## config.mk

```make
export PLATFORM = sky130hd
export DESIGN_NAME = icmp_echo_responder
export DESIGN_NICKNAME = d
export VERILOG_FILES = /design/src/sv/ier_pkg.sv /design/src/sv/ier_parse.sv /design/src/sv/ier_delay.sv /design/src/sv/ier_skid.sv /design/src/sv/icmp_echo_responder.sv
export SDC_FILE = /design/constraint.sdc
export NUM_CORES = 1
export LEC_CHECK = 0
export ABC_AREA = 1
export BUFFER_PORTS_ARGS = -buffer_cell sky130_fd_sc_hd__buf_2
export CAP_MARGIN = 5
export CORE_MARGIN = 2
export CORE_UTILIZATION = 30
export DETAILED_ROUTE_END_ITERATION = 10
export PLACE_DENSITY_LB_ADDON = 0.1
export SYNTH_ARGS = -nofsm -noshare
export SYNTH_HDL_FRONTEND = slang
export SYNTH_SLANG_ARGS = --single-unit
```

## constraint.sdc

```tcl
create_clock -name clk -period 39.4 [get_ports clk]
set_input_delay 7.88 -clock clk [delete_from_list [all_inputs] [get_ports clk]]
set_output_delay 7.88 -clock clk [all_outputs]
set_load 0.1 [all_outputs]
```

## src/sv/ier_pkg.sv

```systemverilog
// Shared types, frame offsets and ones'-complement helper for the ICMP echo responder.
package ier_pkg;

  // Frame offsets (20-byte IP header assumed)
  localparam int OFS_ETH_END      = 11;  // last byte of Ethernet source address
  localparam int OFS_IP_START     = 14;
  localparam int OFS_TL_HI        = 16;
  localparam int OFS_TL_LO        = 17;
  localparam int OFS_TTL          = 22;
  localparam int OFS_CSUM_HI      = 24;
  localparam int OFS_CSUM_LO      = 25;
  localparam int OFS_IP_END       = 33;  // last byte of IP destination address
  localparam int OFS_ICMP         = 34;
  localparam int OFS_ICMP_HDR_END = 37;  // last byte of ICMP checksum

  localparam int MAC_BYTES       = 6;
  localparam int IP_ADDR_BYTES   = 4;
  localparam int ETH_HDR_BYTES   = 14;
  localparam int IP_HDR_BYTES    = 20;
  localparam int MIN_TOTAL_LEN   = 28;

  localparam logic [7:0]  ICMP_ECHO_REQUEST = 8'h08;
  localparam logic [7:0]  TTL_RESET         = 8'd64;
  localparam logic [15:0] SUM_GOOD          = 16'hFFFF;

  typedef enum logic [1:0] {
    VD_REPLY    = 2'd0,
    VD_BAD_CSUM = 2'd1,
    VD_NOT_ECHO = 2'd2,
    VD_SHORT    = 2'd3
  } verdict_t;

  typedef enum logic {
    ST_PASS  = 1'b0,
    ST_DRAIN = 1'b1
  } ier_state_t;

  // Per-byte control from the parser to the delay line
  typedef struct packed {
    logic [7:0]  stored;    // byte to push (TTL already replaced)
    logic [15:0] ip_csum;   // recomputed IP header checksum
    verdict_t    verdict;   // frame verdict, meaningful on the last byte
    logic        eth_swap;
    logic        ip_fix;
    logic        icmp_fix;
    logic        emit;      // line is full, the oldest byte leaves
  } ier_ctl_t;

  typedef struct packed {
    verdict_t   verdict;
    logic       keep;
    logic       last;
    logic [7:0] data;
  } ier_res_t;

  function automatic logic [15:0] oc_add(input logic [15:0] a, input logic [15:0] b);
    logic [16:0] s;
    s = {1'b0, a} + {1'b0, b};
    return s[15:0] + {15'd0, s[16]};
  endfunction

endpackage

```

## src/sv/ier_parse.sv

```systemverilog
// Header parser: byte offset, length capture, header and ICMP checksums, verdict.
module ier_parse #(
  parameter int MAX_FRAME_BYTES = 2048,
  parameter int DELAY_BYTES     = 38
) (
  input  logic                             clk,
  input  logic                             rst_n,
  input  logic                             acc,
  input  logic [7:0]                       frame_byte,
  input  logic                             frame_last,
  input  logic [7:0]                       reply_ttl,
  output ier_pkg::ier_ctl_t                ctl,
  output logic [$clog2(DELAY_BYTES)-1:0]   fill_m1
);
  import ier_pkg::*;

  localparam int OW = $clog2(MAX_FRAME_BYTES + 1);
  localparam int IW = $clog2(DELAY_BYTES);

  logic [OW-1:0] ofs_r, ofs_nxt;
  logic [15:0]   hdr_r, hdr_nxt;
  logic [15:0]   icmp_r, icmp_nxt;
  logic [15:0]   tl_r, tl_nxt;
  logic          echo_r, echo_nxt;

  logic          counted;
  logic [7:0]    stored;
  logic          hdr_hit, icmp_hit, too_short;
  logic [15:0]   hdr_word, icmp_word;
  logic [16:0]   ofs_ext, icmp_end, rcv_ext, need_len;

  always_comb begin
    counted  = ofs_r < OW'(MAX_FRAME_BYTES);
    stored   = (ofs_r == OW'(OFS_TTL)) ? reply_ttl : frame_byte;
    ofs_ext  = 17'(ofs_r);

    // IP header sum skips the checksum field
    hdr_hit  = counted && ofs_r >= OW'(OFS_IP_START) && ofs_r <= OW'(OFS_IP_END) &&
               ofs_r != OW'(OFS_CSUM_HI) && ofs_r != OW'(OFS_CSUM_LO);
    hdr_word = ofs_r[0] ? {8'h00, stored} : {stored, 8'h00};

    // ICMP sum covers IP length - 20 bytes from offset 34
    icmp_end  = {1'b0, tl_r} + 17'(ETH_HDR_BYTES);
    icmp_hit  = counted && ofs_r >= OW'(OFS_ICMP) && tl_r >= 16'(IP_HDR_BYTES) &&
                ofs_ext < icmp_end;
    icmp_word = ofs_r[0] ? {8'h00, frame_byte} : {frame_byte, 8'h00};

    tl_nxt = tl_r;
    if (counted && ofs_r == OW'(OFS_TL_HI)) begin
      tl_nxt = {frame_byte, 8'h00};
    end
    if (counted && ofs_r == OW'(OFS_TL_LO)) begin
      tl_nxt = tl_r | {8'h00, frame_byte};
    end

    hdr_nxt  = hdr_hit  ? oc_add(hdr_r, hdr_word)   : hdr_r;
    icmp_nxt = icmp_hit ? oc_add(icmp_r, icmp_word) : icmp_r;
    echo_nxt = (counted && ofs_r == OW'(OFS_ICMP)) ? (frame_byte == ICMP_ECHO_REQUEST)
                                                   : echo_r;
    ofs_nxt  = counted ? ofs_r + OW'(1) : ofs_r;

    // Verdict from the state as it stands after this byte
    rcv_ext   = 17'(ofs_nxt);
    need_len  = {1'b0, tl_nxt} + 17'(ETH_HDR_BYTES);
    too_short = (tl_nxt < 16'(MIN_TOTAL_LEN)) || (rcv_ext < need_len);

    ctl.stored   = stored;
    ctl.ip_csum  = ~hdr_nxt;
    ctl.eth_swap = ofs_r == OW'(OFS_ETH_END);
    ctl.ip_fix   = ofs_r == OW'(OFS_IP_END);
    ctl.icmp_fix = ofs_r == OW'(OFS_ICMP_HDR_END);
    ctl.emit     = ofs_r >= OW'(DELAY_BYTES);
    if (too_short) begin
      ctl.verdict = VD_SHORT;
    end else if (icmp_nxt != SUM_GOOD) begin
      ctl.verdict = VD_BAD_CSUM;
    end else if (!echo_nxt) begin
      ctl.verdict = VD_NOT_ECHO;
    end else begin
      ctl.verdict = VD_REPLY;
    end

    // bytes held in the line minus one; short frames never wrapped
    fill_m1 = (ofs_nxt >= OW'(DELAY_BYTES)) ? IW'(DELAY_BYTES - 1) : ofs_r[IW-1:0];
  end

  always_ff @(posedge clk) begin
    if (!rst_n || (acc && frame_last)) begin
      ofs_r  <= '0;
      hdr_r  <= '0;
      icmp_r <= '0;
      tl_r   <= '0;
      echo_r <= 1'b0;
    end else if (acc) begin
      ofs_r  <= ofs_nxt;
      hdr_r  <= hdr_nxt;
      icmp_r <= icmp_nxt;
      tl_r   <= tl_nxt;
      echo_r <= echo_nxt;
    end
  end

endmodule

```

## src/sv/ier_delay.sv

```systemverilog
// Byte delay line with in-place header rewrites and end-of-frame drain sequencer.
module ier_delay #(
  parameter int DELAY_BYTES = 38
) (
  input  logic                             clk,
  input  logic                             rst_n,
  input  logic                             acc,
  input  logic                             frame_last,
  input  ier_pkg::ier_ctl_t                ctl,
  input  logic [$clog2(DELAY_BYTES)-1:0]   fill_m1,
  output logic                             in_ready,
  input  logic                             res_ready,
  output logic                             res_valid,
  output ier_pkg::ier_res_t                res
);
  import ier_pkg::*;

  localparam int IW       = $clog2(DELAY_BYTES);
  // positions of rewritten fields, counted back from the newest byte
  localparam int POS_CSUM = OFS_IP_END - OFS_CSUM_HI;

  logic [7:0]  dl_r  [DELAY_BYTES];
  logic [7:0]  dl_nxt[DELAY_BYTES];
  logic [7:0]  sh    [DELAY_BYTES];

  ier_state_t  state_r, state_nxt;
  logic [IW-1:0] idx_r, idx_nxt;
  verdict_t    verdict_r, verdict_nxt;
  logic [IW-1:0] rd_idx;
  logic [15:0] icmp_csum;
  logic        fin;

  // shift in, then rewrite fields whose last byte just arrived
  always_comb begin
    sh[0] = ctl.stored;
    for (int i = 1; i < DELAY_BYTES; i++) begin
      sh[i] = dl_r[i-1];
    end
    icmp_csum = ~oc_add(~{sh[1], sh[0]}, ~{sh[3], sh[2]});
    dl_nxt = sh;
    if (ctl.eth_swap) begin
      for (int k = 0; k < MAC_BYTES; k++) begin
        dl_nxt[k]             = sh[k + MAC_BYTES];
        dl_nxt[k + MAC_BYTES] = sh[k];
      end
    end
    if (ctl.ip_fix) begin
      for (int k = 0; k < IP_ADDR_BYTES; k++) begin
        dl_nxt[k]                 = sh[k + IP_ADDR_BYTES];
        dl_nxt[k + IP_ADDR_BYTES] = sh[k];
      end
      dl_nxt[POS_CSUM]     = ctl.ip_csum[15:8];
      dl_nxt[POS_CSUM - 1] = ctl.ip_csum[7:0];
    end
    if (ctl.icmp_fix) begin
      dl_nxt[3] = 8'h00;  // type
      dl_nxt[2] = 8'h00;  // code
      dl_nxt[1] = icmp_csum[15:8];
      dl_nxt[0] = icmp_csum[7:0];
    end
  end

  always_ff @(posedge clk) begin
    if (acc) begin
      dl_r <= dl_nxt;
    end
  end

  // result selection and drain sequencing
  always_comb begin
    state_nxt   = state_r;
    idx_nxt     = idx_r;
    verdict_nxt = verdict_r;
    in_ready    = 1'b0;
    res_valid   = 1'b0;
    fin         = 1'b0;
    rd_idx      = IW'(DELAY_BYTES - 1);
    unique case (state_r)
      ST_PASS: begin
        // nothing is taken while reset is held
        in_ready  = res_ready && rst_n;
        res_valid = acc && ctl.emit;
        if (acc && frame_last) begin
          state_nxt   = ST_DRAIN;
          idx_nxt     = fill_m1;
          verdict_nxt = ctl.verdict;
        end
      end
      ST_DRAIN: begin
        rd_idx    = idx_r;
        res_valid = 1'b1;
        fin       = idx_r == '0;
        if (res_ready) begin
          if (fin) begin
            state_nxt = ST_PASS;
          end else begin
            idx_nxt = idx_r - IW'(1);
          end
        end
      end
      default: state_nxt = ST_PASS;
    endcase
    res.data    = dl_r[rd_idx];
    res.last    = fin;
    res.keep    = fin && (verdict_r == VD_REPLY);
    res.verdict = fin ? verdict_r : VD_REPLY;
  end

  always_ff @(posedge clk) begin
    if (!rst_n) begin
      state_r <= ST_PASS;
    end else begin
      state_r <= state_nxt;
    end
  end

  always_ff @(posedge clk) begin
    idx_r     <= idx_nxt;
    verdict_r <= verdict_nxt;
  end

endmodule

```

## src/sv/ier_skid.sv

```systemverilog
// Two-entry output stage: result register plus skid register.
module ier_skid (
  input  logic              clk,
  input  logic              rst_n,
  input  logic              s_valid,
  input  ier_pkg::ier_res_t s_data,
  output logic              s_ready,
  output logic              m_valid,
  output ier_pkg::ier_res_t m_data,
  input  logic              m_ready
);
  import ier_pkg::*;

  logic     out_v_r, out_v_nxt;
  logic     skid_v_r, skid_v_nxt;
  ier_res_t out_r, out_nxt;
  ier_res_t skid_r, skid_nxt;
  logic     push;

  assign s_ready = !skid_v_r;
  assign push    = s_valid && !skid_v_r;
  assign m_valid = out_v_r;
  assign m_data  = out_r;

  always_comb begin
    out_v_nxt  = out_v_r;
    out_nxt    = out_r;
    skid_v_nxt = skid_v_r;
    skid_nxt   = skid_r;
    if (!out_v_r || m_ready) begin
      if (skid_v_r) begin
        out_v_nxt  = 1'b1;
        out_nxt    = skid_r;
        skid_v_nxt = 1'b0;
      end else begin
        out_v_nxt = push;
        out_nxt   = s_data;
      end
    end else if (push) begin
      skid_v_nxt = 1'b1;
      skid_nxt   = s_data;
    end
  end

  always_ff @(posedge clk) begin
    if (!rst_n) begin
      out_v_r  <= 1'b0;
      skid_v_r <= 1'b0;
    end else begin
      out_v_r  <= out_v_nxt;
      skid_v_r <= skid_v_nxt;
    end
  end

  always_ff @(posedge clk) begin
    out_r  <= out_nxt;
    skid_r <= skid_nxt;
  end

endmodule

```

## src/sv/icmp_echo_responder.sv

```systemverilog
// Top level: ICMP echo request to echo reply byte-stream rewriter.
//
//  channel  dir  handshake          payload
//  in_      in   in_tvalid/tready   in_tdata[7:0] frame byte, in_tlast end of frame
//  out_     out  out_tvalid/tready  out_tdata[7:0] reply byte, out_tlast end of frame,
//                                   out_tuser[0] keep, out_tuser[2:1] verdict
//  cfg_     in   cfg_we             cfg_wdata[7:0] reply TTL
//
//  One request byte per cycle while in_tready is high; each byte taken, once the line holds
//  DELAY_BYTES bytes, pushes the oldest byte out. After the last byte the line drains
//  min(frame bytes, DELAY_BYTES) bytes; in_tready is low while it drains.
//  Output back-pressure is absorbed by a result register plus a skid register.
//  rst_n is synchronous, active low; reply TTL resets to 64.
module icmp_echo_responder #(
  parameter int MAX_FRAME_BYTES = 2048,
  parameter int DELAY_BYTES     = 38
) (
  input  logic       clk,
  input  logic       rst_n,
  // request stream
  input  logic       in_tvalid,
  output logic       in_tready,
  input  logic [7:0] in_tdata,   // [7:0] frame_byte
  input  logic       in_tlast,   // frame_last
  // reply stream
  output logic       out_tvalid,
  input  logic       out_tready,
  output logic [7:0] out_tdata,  // [7:0] out_byte
  output logic       out_tlast,  // out_last
  output logic [2:0] out_tuser,  // [0] keep_frame, [2:1] verdict
  // configuration
  input  logic       cfg_we,
  input  logic [7:0] cfg_wdata   // [7:0] reply_ttl
);
  import ier_pkg::*;

  localparam int IW = $clog2(DELAY_BYTES);

  logic [7:0]    reply_ttl_r;
  logic          acc;
  ier_ctl_t      ctl;
  logic [IW-1:0] fill_m1;
  logic          res_valid, res_ready;
  ier_res_t      res, out_res;

  // reply TTL register
  always_ff @(posedge clk) begin
    if (!rst_n) begin
      reply_ttl_r <= TTL_RESET;
    end else if (cfg_we) begin
      reply_ttl_r <= cfg_wdata;
    end
  end

  assign acc = in_tvalid && in_tready;

  ier_parse #(
    .MAX_FRAME_BYTES (MAX_FRAME_BYTES),
    .DELAY_BYTES     (DELAY_BYTES)
  ) u_parse (
    .clk        (clk),
    .rst_n      (rst_n),
    .acc        (acc),
    .frame_byte (in_tdata),
    .frame_last (in_tlast),
    .reply_ttl  (reply_ttl_r),
    .ctl        (ctl),
    .fill_m1    (fill_m1)
  );

  ier_delay #(
    .DELAY_BYTES (DELAY_BYTES)
  ) u_delay (
    .clk        (clk),
    .rst_n      (rst_n),
    .acc        (acc),
    .frame_last (in_tlast),
    .ctl        (ctl),
    .fill_m1    (fill_m1),
    .in_ready   (in_tready),
    .res_ready  (res_ready),
    .res_valid  (res_valid),
    .res        (res)
  );

  ier_skid u_skid (
    .clk     (clk),
    .rst_n   (rst_n),
    .s_valid (res_valid),
    .s_data  (res),
    .s_ready (res_ready),
    .m_valid (out_tvalid),
    .m_data  (out_res),
    .m_ready (out_tready)
  );

  assign out_tdata = out_res.data;
  assign out_tlast = out_res.last;
  assign out_tuser = {out_res.verdict, out_res.keep};

`ifndef SYNTHESIS
  a_drain_blocks_input: assert property (@(posedge clk) disable iff (!rst_n)
    (in_tvalid && in_tready && in_tlast) |=> !in_tready)
    else $error("request accepted right after end of frame");

  a_mid_frame_flags_zero: assert property (@(posedge clk) disable iff (!rst_n)
    (out_tvalid && !out_tlast) |-> (out_tuser == 3'd0))
    else $error("keep/verdict set on a non-final reply byte");

  a_keep_means_reply: assert property (@(posedge clk) disable iff (!rst_n)
    (out_tvalid && out_tuser[0]) |-> (out_tlast && out_tuser[2:1] == VD_REPLY))
    else $error("keep set without reply verdict on final byte");

  a_ttl_written: assert property (@(posedge clk) disable iff (!rst_n)
    cfg_we |=> (reply_ttl_r == $past(cfg_wdata)))
    else $error("reply TTL not updated by configuration write");
`endif

endmodule

```

Word-level counts from Yosys, hierarchy flattened:

Index checks and enable logic that the tools add are counted.

* add/subtract/negate cells: 10
* $mul: 0
* divide/modulo/power cells: 0
* magnitude comparators: 11
* equality and inequality tests: 14
* shift operators: 0
* mux-type cells: 33
* bitwise operators: 9
* reduce and logical (&&, ||, !) cells: 29

Operators by type and width (count)
* $mux 16: 6
* $mux 96: 1
* $mux 80: 1
* $not 16->16: 4
* $add 16x16->17: 3
* $add 16x1->16: 3
* $bmux 8 s6: 1
* $eq 12x5->1 const B: 3
* $eq 12x6->1 const B: 3
* $ge 12x6->1 const B: 3
* $add 16x4->17 const B: 2
* $lt 12x17->1: 2
* $mux 32: 1
* $mux 6: 5
* $mux 12: 2
* $mux 8: 3
* $ne 12x5->1 const B: 2
* $ge 16x5->1 const B: 1
* $logic_and 1x1->1: 16
* $lt 16x5->1 const B: 1
* $ne 16x16->1 const B: 1
* $or 16x8->16: 1
* $add 12x1->12 const B: 1
* $eq 12x4->1 const B: 1
* 21 further kinds: 39

* register bits after elaboration: 408
* latch bits: 0
* memory bits (writable): 0
* memory bits (read-only): 0
* bits of input ports: 22
* output and inout port bits: 14
* logic and storage cells: 164
* memories kept: 0

Longest topological paths before layout:

* depth in word-level cells: 9
* depth in mapped cells: 38

Cells and area by module:

From an unflattened synthesis, not the netlist that was laid out.

* cells, all modules: 3129
* area total of the unflattened synthesis: 24895.1 sq um

By module, submodules not included
* ier_delay: instances 1, cells an instance 1664, area each 15803.9 sq um, seq. area each 9389.0 sq um
* ier_parse: instances 1, cells an instance 1339, area each 7788.7 sq um, seq. area each 1221.2 sq um
* ier_skid: instances 1, cells an instance 74, area each 954.7 sq um, seq. area each 760.7 sq um
* icmp_echo_responder: instances 1, cells an instance 52, area each 347.8 sq um, seq. area each 160.2 sq um

Worst setup path before layout:

No wires, ideal clock.

* path kind: input to register
* start point: in rst_n
* end point: reg u_parse.icmp_r[11]
* library setup time: 0.485 ns
* data arrival time: 19.737 ns
* required time: 38.915 ns
* slack: 19.178 ns
* cell stages on the path: 8
* path buffers: 3
* cell sequence: buf_2 > inv_1 > nor3_1 > nand2_1 > inv_1 > clkbuf_1 > clkbuf_1 > a21oi_1

* word-level cells in the longest chain between the ends: 5
* elaborated cells on any way between the ends: 6

Ends and longest elaborated chain
* start, declared: line icmp_echo_responder.sv:19 `input logic rst_n,`
* $logic_and 1x1->1 *: line ier_delay.sv:81 `in_ready = res_ready && rst_n;`
* $mux 1 *: line ier_delay.sv:78 `unique case (state_r)`
* named net in_tready: line icmp_echo_responder.sv:22 `output logic in_tready,`
* $logic_and 1x1->1 *: line icmp_echo_responder.sv:55 `assign acc = in_tvalid && in_tready;`
* named net acc: line icmp_echo_responder.sv:40 `logic acc;`
* $logic_and 1x1->1: line ier_parse.sv:88 `if (!rst_n || (acc && frame_last)) begin`
* $logic_or 1x1->1: line ier_parse.sv:88
* end signal, assigned: line ier_parse.sv:97 `icmp_r <= icmp_nxt;`
* end, declared: line ier_parse.sv:22 `logic [15:0] icmp_r, icmp_nxt;`

The timed path passes the listed nets; every way through them passes the cells marked *.
A chain may end at the register's enable or synchronous reset.

Worst setup path in the final report:

* start point: in rst_n
* end point: out in_tready

* word-level cells in the longest chain between the ends: 2

Ends and longest elaborated chain (line)
* $logic_and 1x1->1: ier_delay.sv:81
* $mux 1: ier_delay.sv:78
* end, declared: icmp_echo_responder.sv:22

Every way passes these cells.

==> run summary <==
- **outcome** completed
- **primary flip-flop cell chosen by synthesis mapping** sky130_fd_sc_hd__edfxtp_1
- **async set-reset flop share out of synthesis** 0%
- **count of synthesis-stage warnings from yosys** 0
- **CTS tree** yes
- **endpoint of the worst-slack reg-to-reg timing path** u_delay.dl_r[226]
- **core area** 80,500 sq um
- **peak supply drop** 0.0312 mV
- **crit path launch** rst_n
- **number of cells upsized or downsized after cts** 0
- **number of CTS-inserted buffers** 51
- **maximum fanout along the worst path** 10
- **Diodes inserted** 0
- **Placement Rows** 104
- **Register-to-Register Path Depth** 33
- **part of the Yosys area used for sequential elements** 47.3%
- **final cell area excluding filler cells** 27,300 sq um
- **R2R setup slack** 32.90 ns
- **total global routing overflow** 0
- **Die Outline Area** 83,600 sq um
- **Post-Route WL** 78,100 microns
- **synth top area cells** sky130_fd_sc_hd__edfxtp_1 (41%), sky130_fd_sc_hd__nand2_1 (8.6%), sky130_fd_sc_hd__o21ai_0 (7.0%)
- **kind of start point of the critical path** input pin
- **Worst Max-Slew Pin Slew** 1.13 ns
- **Detailed Routing Iterations Pass 1** 5
- **maximum level of the CTS H-tree** 2
- **required time of the critical path** 31.52 ns
- **synthesized net count** 3,098
- **cell type with the highest occurrence count on the critical path** sky130_fd_sc_hd__buf_2
- **number of flops mapped to enable cells by yosys** 336
- **number of hold violations in the final report** 0
- **Top Ports** 36
- **final max-slew violation count** 0
- **number of clock sinks seen by CTS** 408
- **number of I/O port buffers** 35
- **number of max-cap violations** 0
- **routed vias** 20,593
- **Tightest Hold Check Type** reg -> reg
- **crit path cell chain** buf_2 > inv_1 > nor3_1 > buf_2
- **maximum single-stage delay on the critical path** 0.49 ns
- **CP Capture Point** in_tready
- **worst slew margin relative to its limit** 24.3%
- **clock tree root driver cell** sky130_fd_sc_hd__clkbuf_16
- **Fmax** 59.2 MHz
- **unrepaired setup endpoints after global routing** false
- **mean instance size in the synthesized netlist** 8.17 sq um
- **arrival time of data at the critical path endpoint** 9.00 ns
- **Netlist cell types** 60
- **clock skew** 0.0190 ns
- **die width** 289 microns
- **number of setup violations in the final report** 0
- **post-CTS setup repair buffer count** 0
- **Syn Std Cell Area** 24,400 sq um
- **proportion of netlist area held by the largest area contributor** 41.3%
- **most frequent cells after synthesis** sky130_fd_sc_hd__nand2_1 (556), sky130_fd_sc_hd__inv_1 (362), sky130_fd_sc_hd__o21ai_0 (341), sky130_fd_sc_hd__edfxtp_1 (336), sky130_fd_sc_hd__nor2_1 (306)
- **number of nets with antenna violations after routing** 0
- **number of DRC violations after detailed routing** 0
- **vias in the first global route** 20,237
- **total power per unit cell area** 42.7 nW/um^2
- **clock period minus final worst setup slack** 16.88 ns
- **HPWL after detailed placement** 52,900 microns
- **flops & latches, synth** 408
- **Final period util** 42.8%
- **Worst setup EP type** output pin
- **Total GRT Usage** 18.6%
- **count of hold-fix buffers inserted at cts** 0
- **critical setup path kind** in -> out
- **post-layout net count** 3,081
- **maximum number of pins on one net before global-route repair** 82
- **average vias per placed instance** 5.06
- **Post-Synthesis Cells** 2,988
- **CP max stage cell** sky130_fd_sc_hd__buf_2
- **share of post-route cells with drive strength above 1** 7.50%
- **layout overhead on the synthesized area** 11.7%
- **instance area at placement** 25,600 sq um
- **first-pass GRT wire length** 121,000 microns
- **static leakage power** 0.0113 uW
- **vertical die dimension** 289 microns
- **post-synth top area cell** sky130_fd_sc_hd__edfxtp_1
- **worst flop-to-flop path startpoint** u_parse.ofs_r[0]
- **number of antenna violations at the first check in global routing** 1
- **worst skew pair latency** 0.61 ns
- **initial cell density of the core** 30.3%
- **post-DR wirelength/cell** 19.2 microns
- **final-layout setup total negative slack** 0 ns
- **final weighted congestion of routability-driven global placement** 0.870
- **Power Total** 1160 uW
- **number of buffers on the longest clock path** 3
- **clock-pin transition on the worst setup and hold timing paths** 0.06 ns
- **number of design-rule violations left by the first detailed-router iteration** 1,633
- **most used standard cell by instance count after synthesis** sky130_fd_sc_hd__nand2_1
[per-stage QoR]
stage                     setup slack (ns)  util (%)  hold WS (ns)  instances
final                                22.52      33.8         0.440       4072
after global routing                 22.45      33.8         0.450       4072
after CTS                            22.51      33.8         0.440       4072
after detailed placement             22.52      31.8         0.427       3978
after global placement               22.49      31.8         0.425       3978
after floorplan                      19.18         -         0.421       2988
[layout make-up]
cell class,count,area [sq um]
Clock buffer,66,1360
Clock inverter,28,275
Fill cell,8449,53300
Inverter,381,1440
Multi-Input combinational cell,2067,10900
Sequential cell,408,11500
Tap cell,1060,1330
Timing Repair Buffer,62,378
[logic make-up after synthesis]
group,count (synthesis),share of synthesized area [%]
AND/OR/NAND/NOR,1144,20.1
AO/OA/AOI/OAI,777,17.9
buffers and inverters,513,8.10
flip-flops,408,47.3
adder cells (fa/ha/maj),88,4.60
XOR/XNOR,58,2.08
[registers in the layout (all words and copies together) (netlist names)]
name               count
u_delay.verdict_r      2
u_delay.dl_nxt       208
u_parse.echo_r         1
u_skid.skid_r         12
u_delay.dl_r          96
u_parse.ofs_r         12
reply_ttl_r            8
u_delay.idx_r          6
u_parse.hdr_r         16
u_skid.skid_v_r        1
u_skid.m_data         12
u_skid.m_valid         1
u_parse.icmp_r        16
u_parse.tl_r          16
u_delay.state_r        1
[metal layers]
layer,track usage [%],share of wire (%)
met2,29.1,44
met1,26.3,48
met5,0,0
met3,3.18,5.0
met4,5.43,2.6
[where the power goes]
part / internal, uW / total (uW) / leakage (uW) / switching (uW)
logic: 52.0 / 190 / 0.00673 / 138
registers: 492 / 506 / 0.00374 / 13.7
clock network: 271 / 468 / 0.000786 / 197
[how the worst min path moves through the flow]
stage / startpoint / to / cells past startpoint
final: u_delay.dl_nxt[104] / u_delay.dl_nxt[96] / 0
after global placement: u_delay.dl_nxt[67] / u_delay.dl_nxt[59] / 0
after global routing: u_delay.dl_nxt[67] / u_delay.dl_nxt[59] / 0
after floorplan: u_delay.dl_nxt[108] / u_delay.dl_nxt[100] / 0
after detailed placement: u_delay.dl_nxt[129] / u_delay.dl_nxt[121] / 0
after CTS: u_delay.dl_nxt[104] / u_delay.dl_nxt[96] / 0
[critical path: cells and delay by family]
kind          cells  cell delay, ns
simple gates      1            0.27
buf+inv           3            0.84
[layout by cell type (no fill, tap or decap), types with 17 or more instances in the layout]
master and instances:
sky130_fd_sc_hd__a21oi_1 245, sky130_fd_sc_hd__edfxtp_1 336, sky130_fd_sc_hd__nor2_1 302, sky130_fd_sc_hd__clkinv_1 17, sky130_fd_sc_hd__nor3_1 24, sky130_fd_sc_hd__o22ai_1 30
sky130_fd_sc_hd__o221ai_1 24, sky130_fd_sc_hd__dfxtp_1 72, sky130_fd_sc_hd__inv_2 18, sky130_fd_sc_hd__nand4_1 25, sky130_fd_sc_hd__buf_2 35, sky130_fd_sc_hd__o21ai_0 341
sky130_fd_sc_hd__o211ai_1 31, sky130_fd_sc_hd__buf_4 27, sky130_fd_sc_hd__clkbuf_16 52, sky130_fd_sc_hd__nand2_1 554, sky130_fd_sc_hd__inv_1 356, sky130_fd_sc_hd__ha_1 85
sky130_fd_sc_hd__xor2_1 42, sky130_fd_sc_hd__nand3_1 157
(Power assumes the default switching activity.)
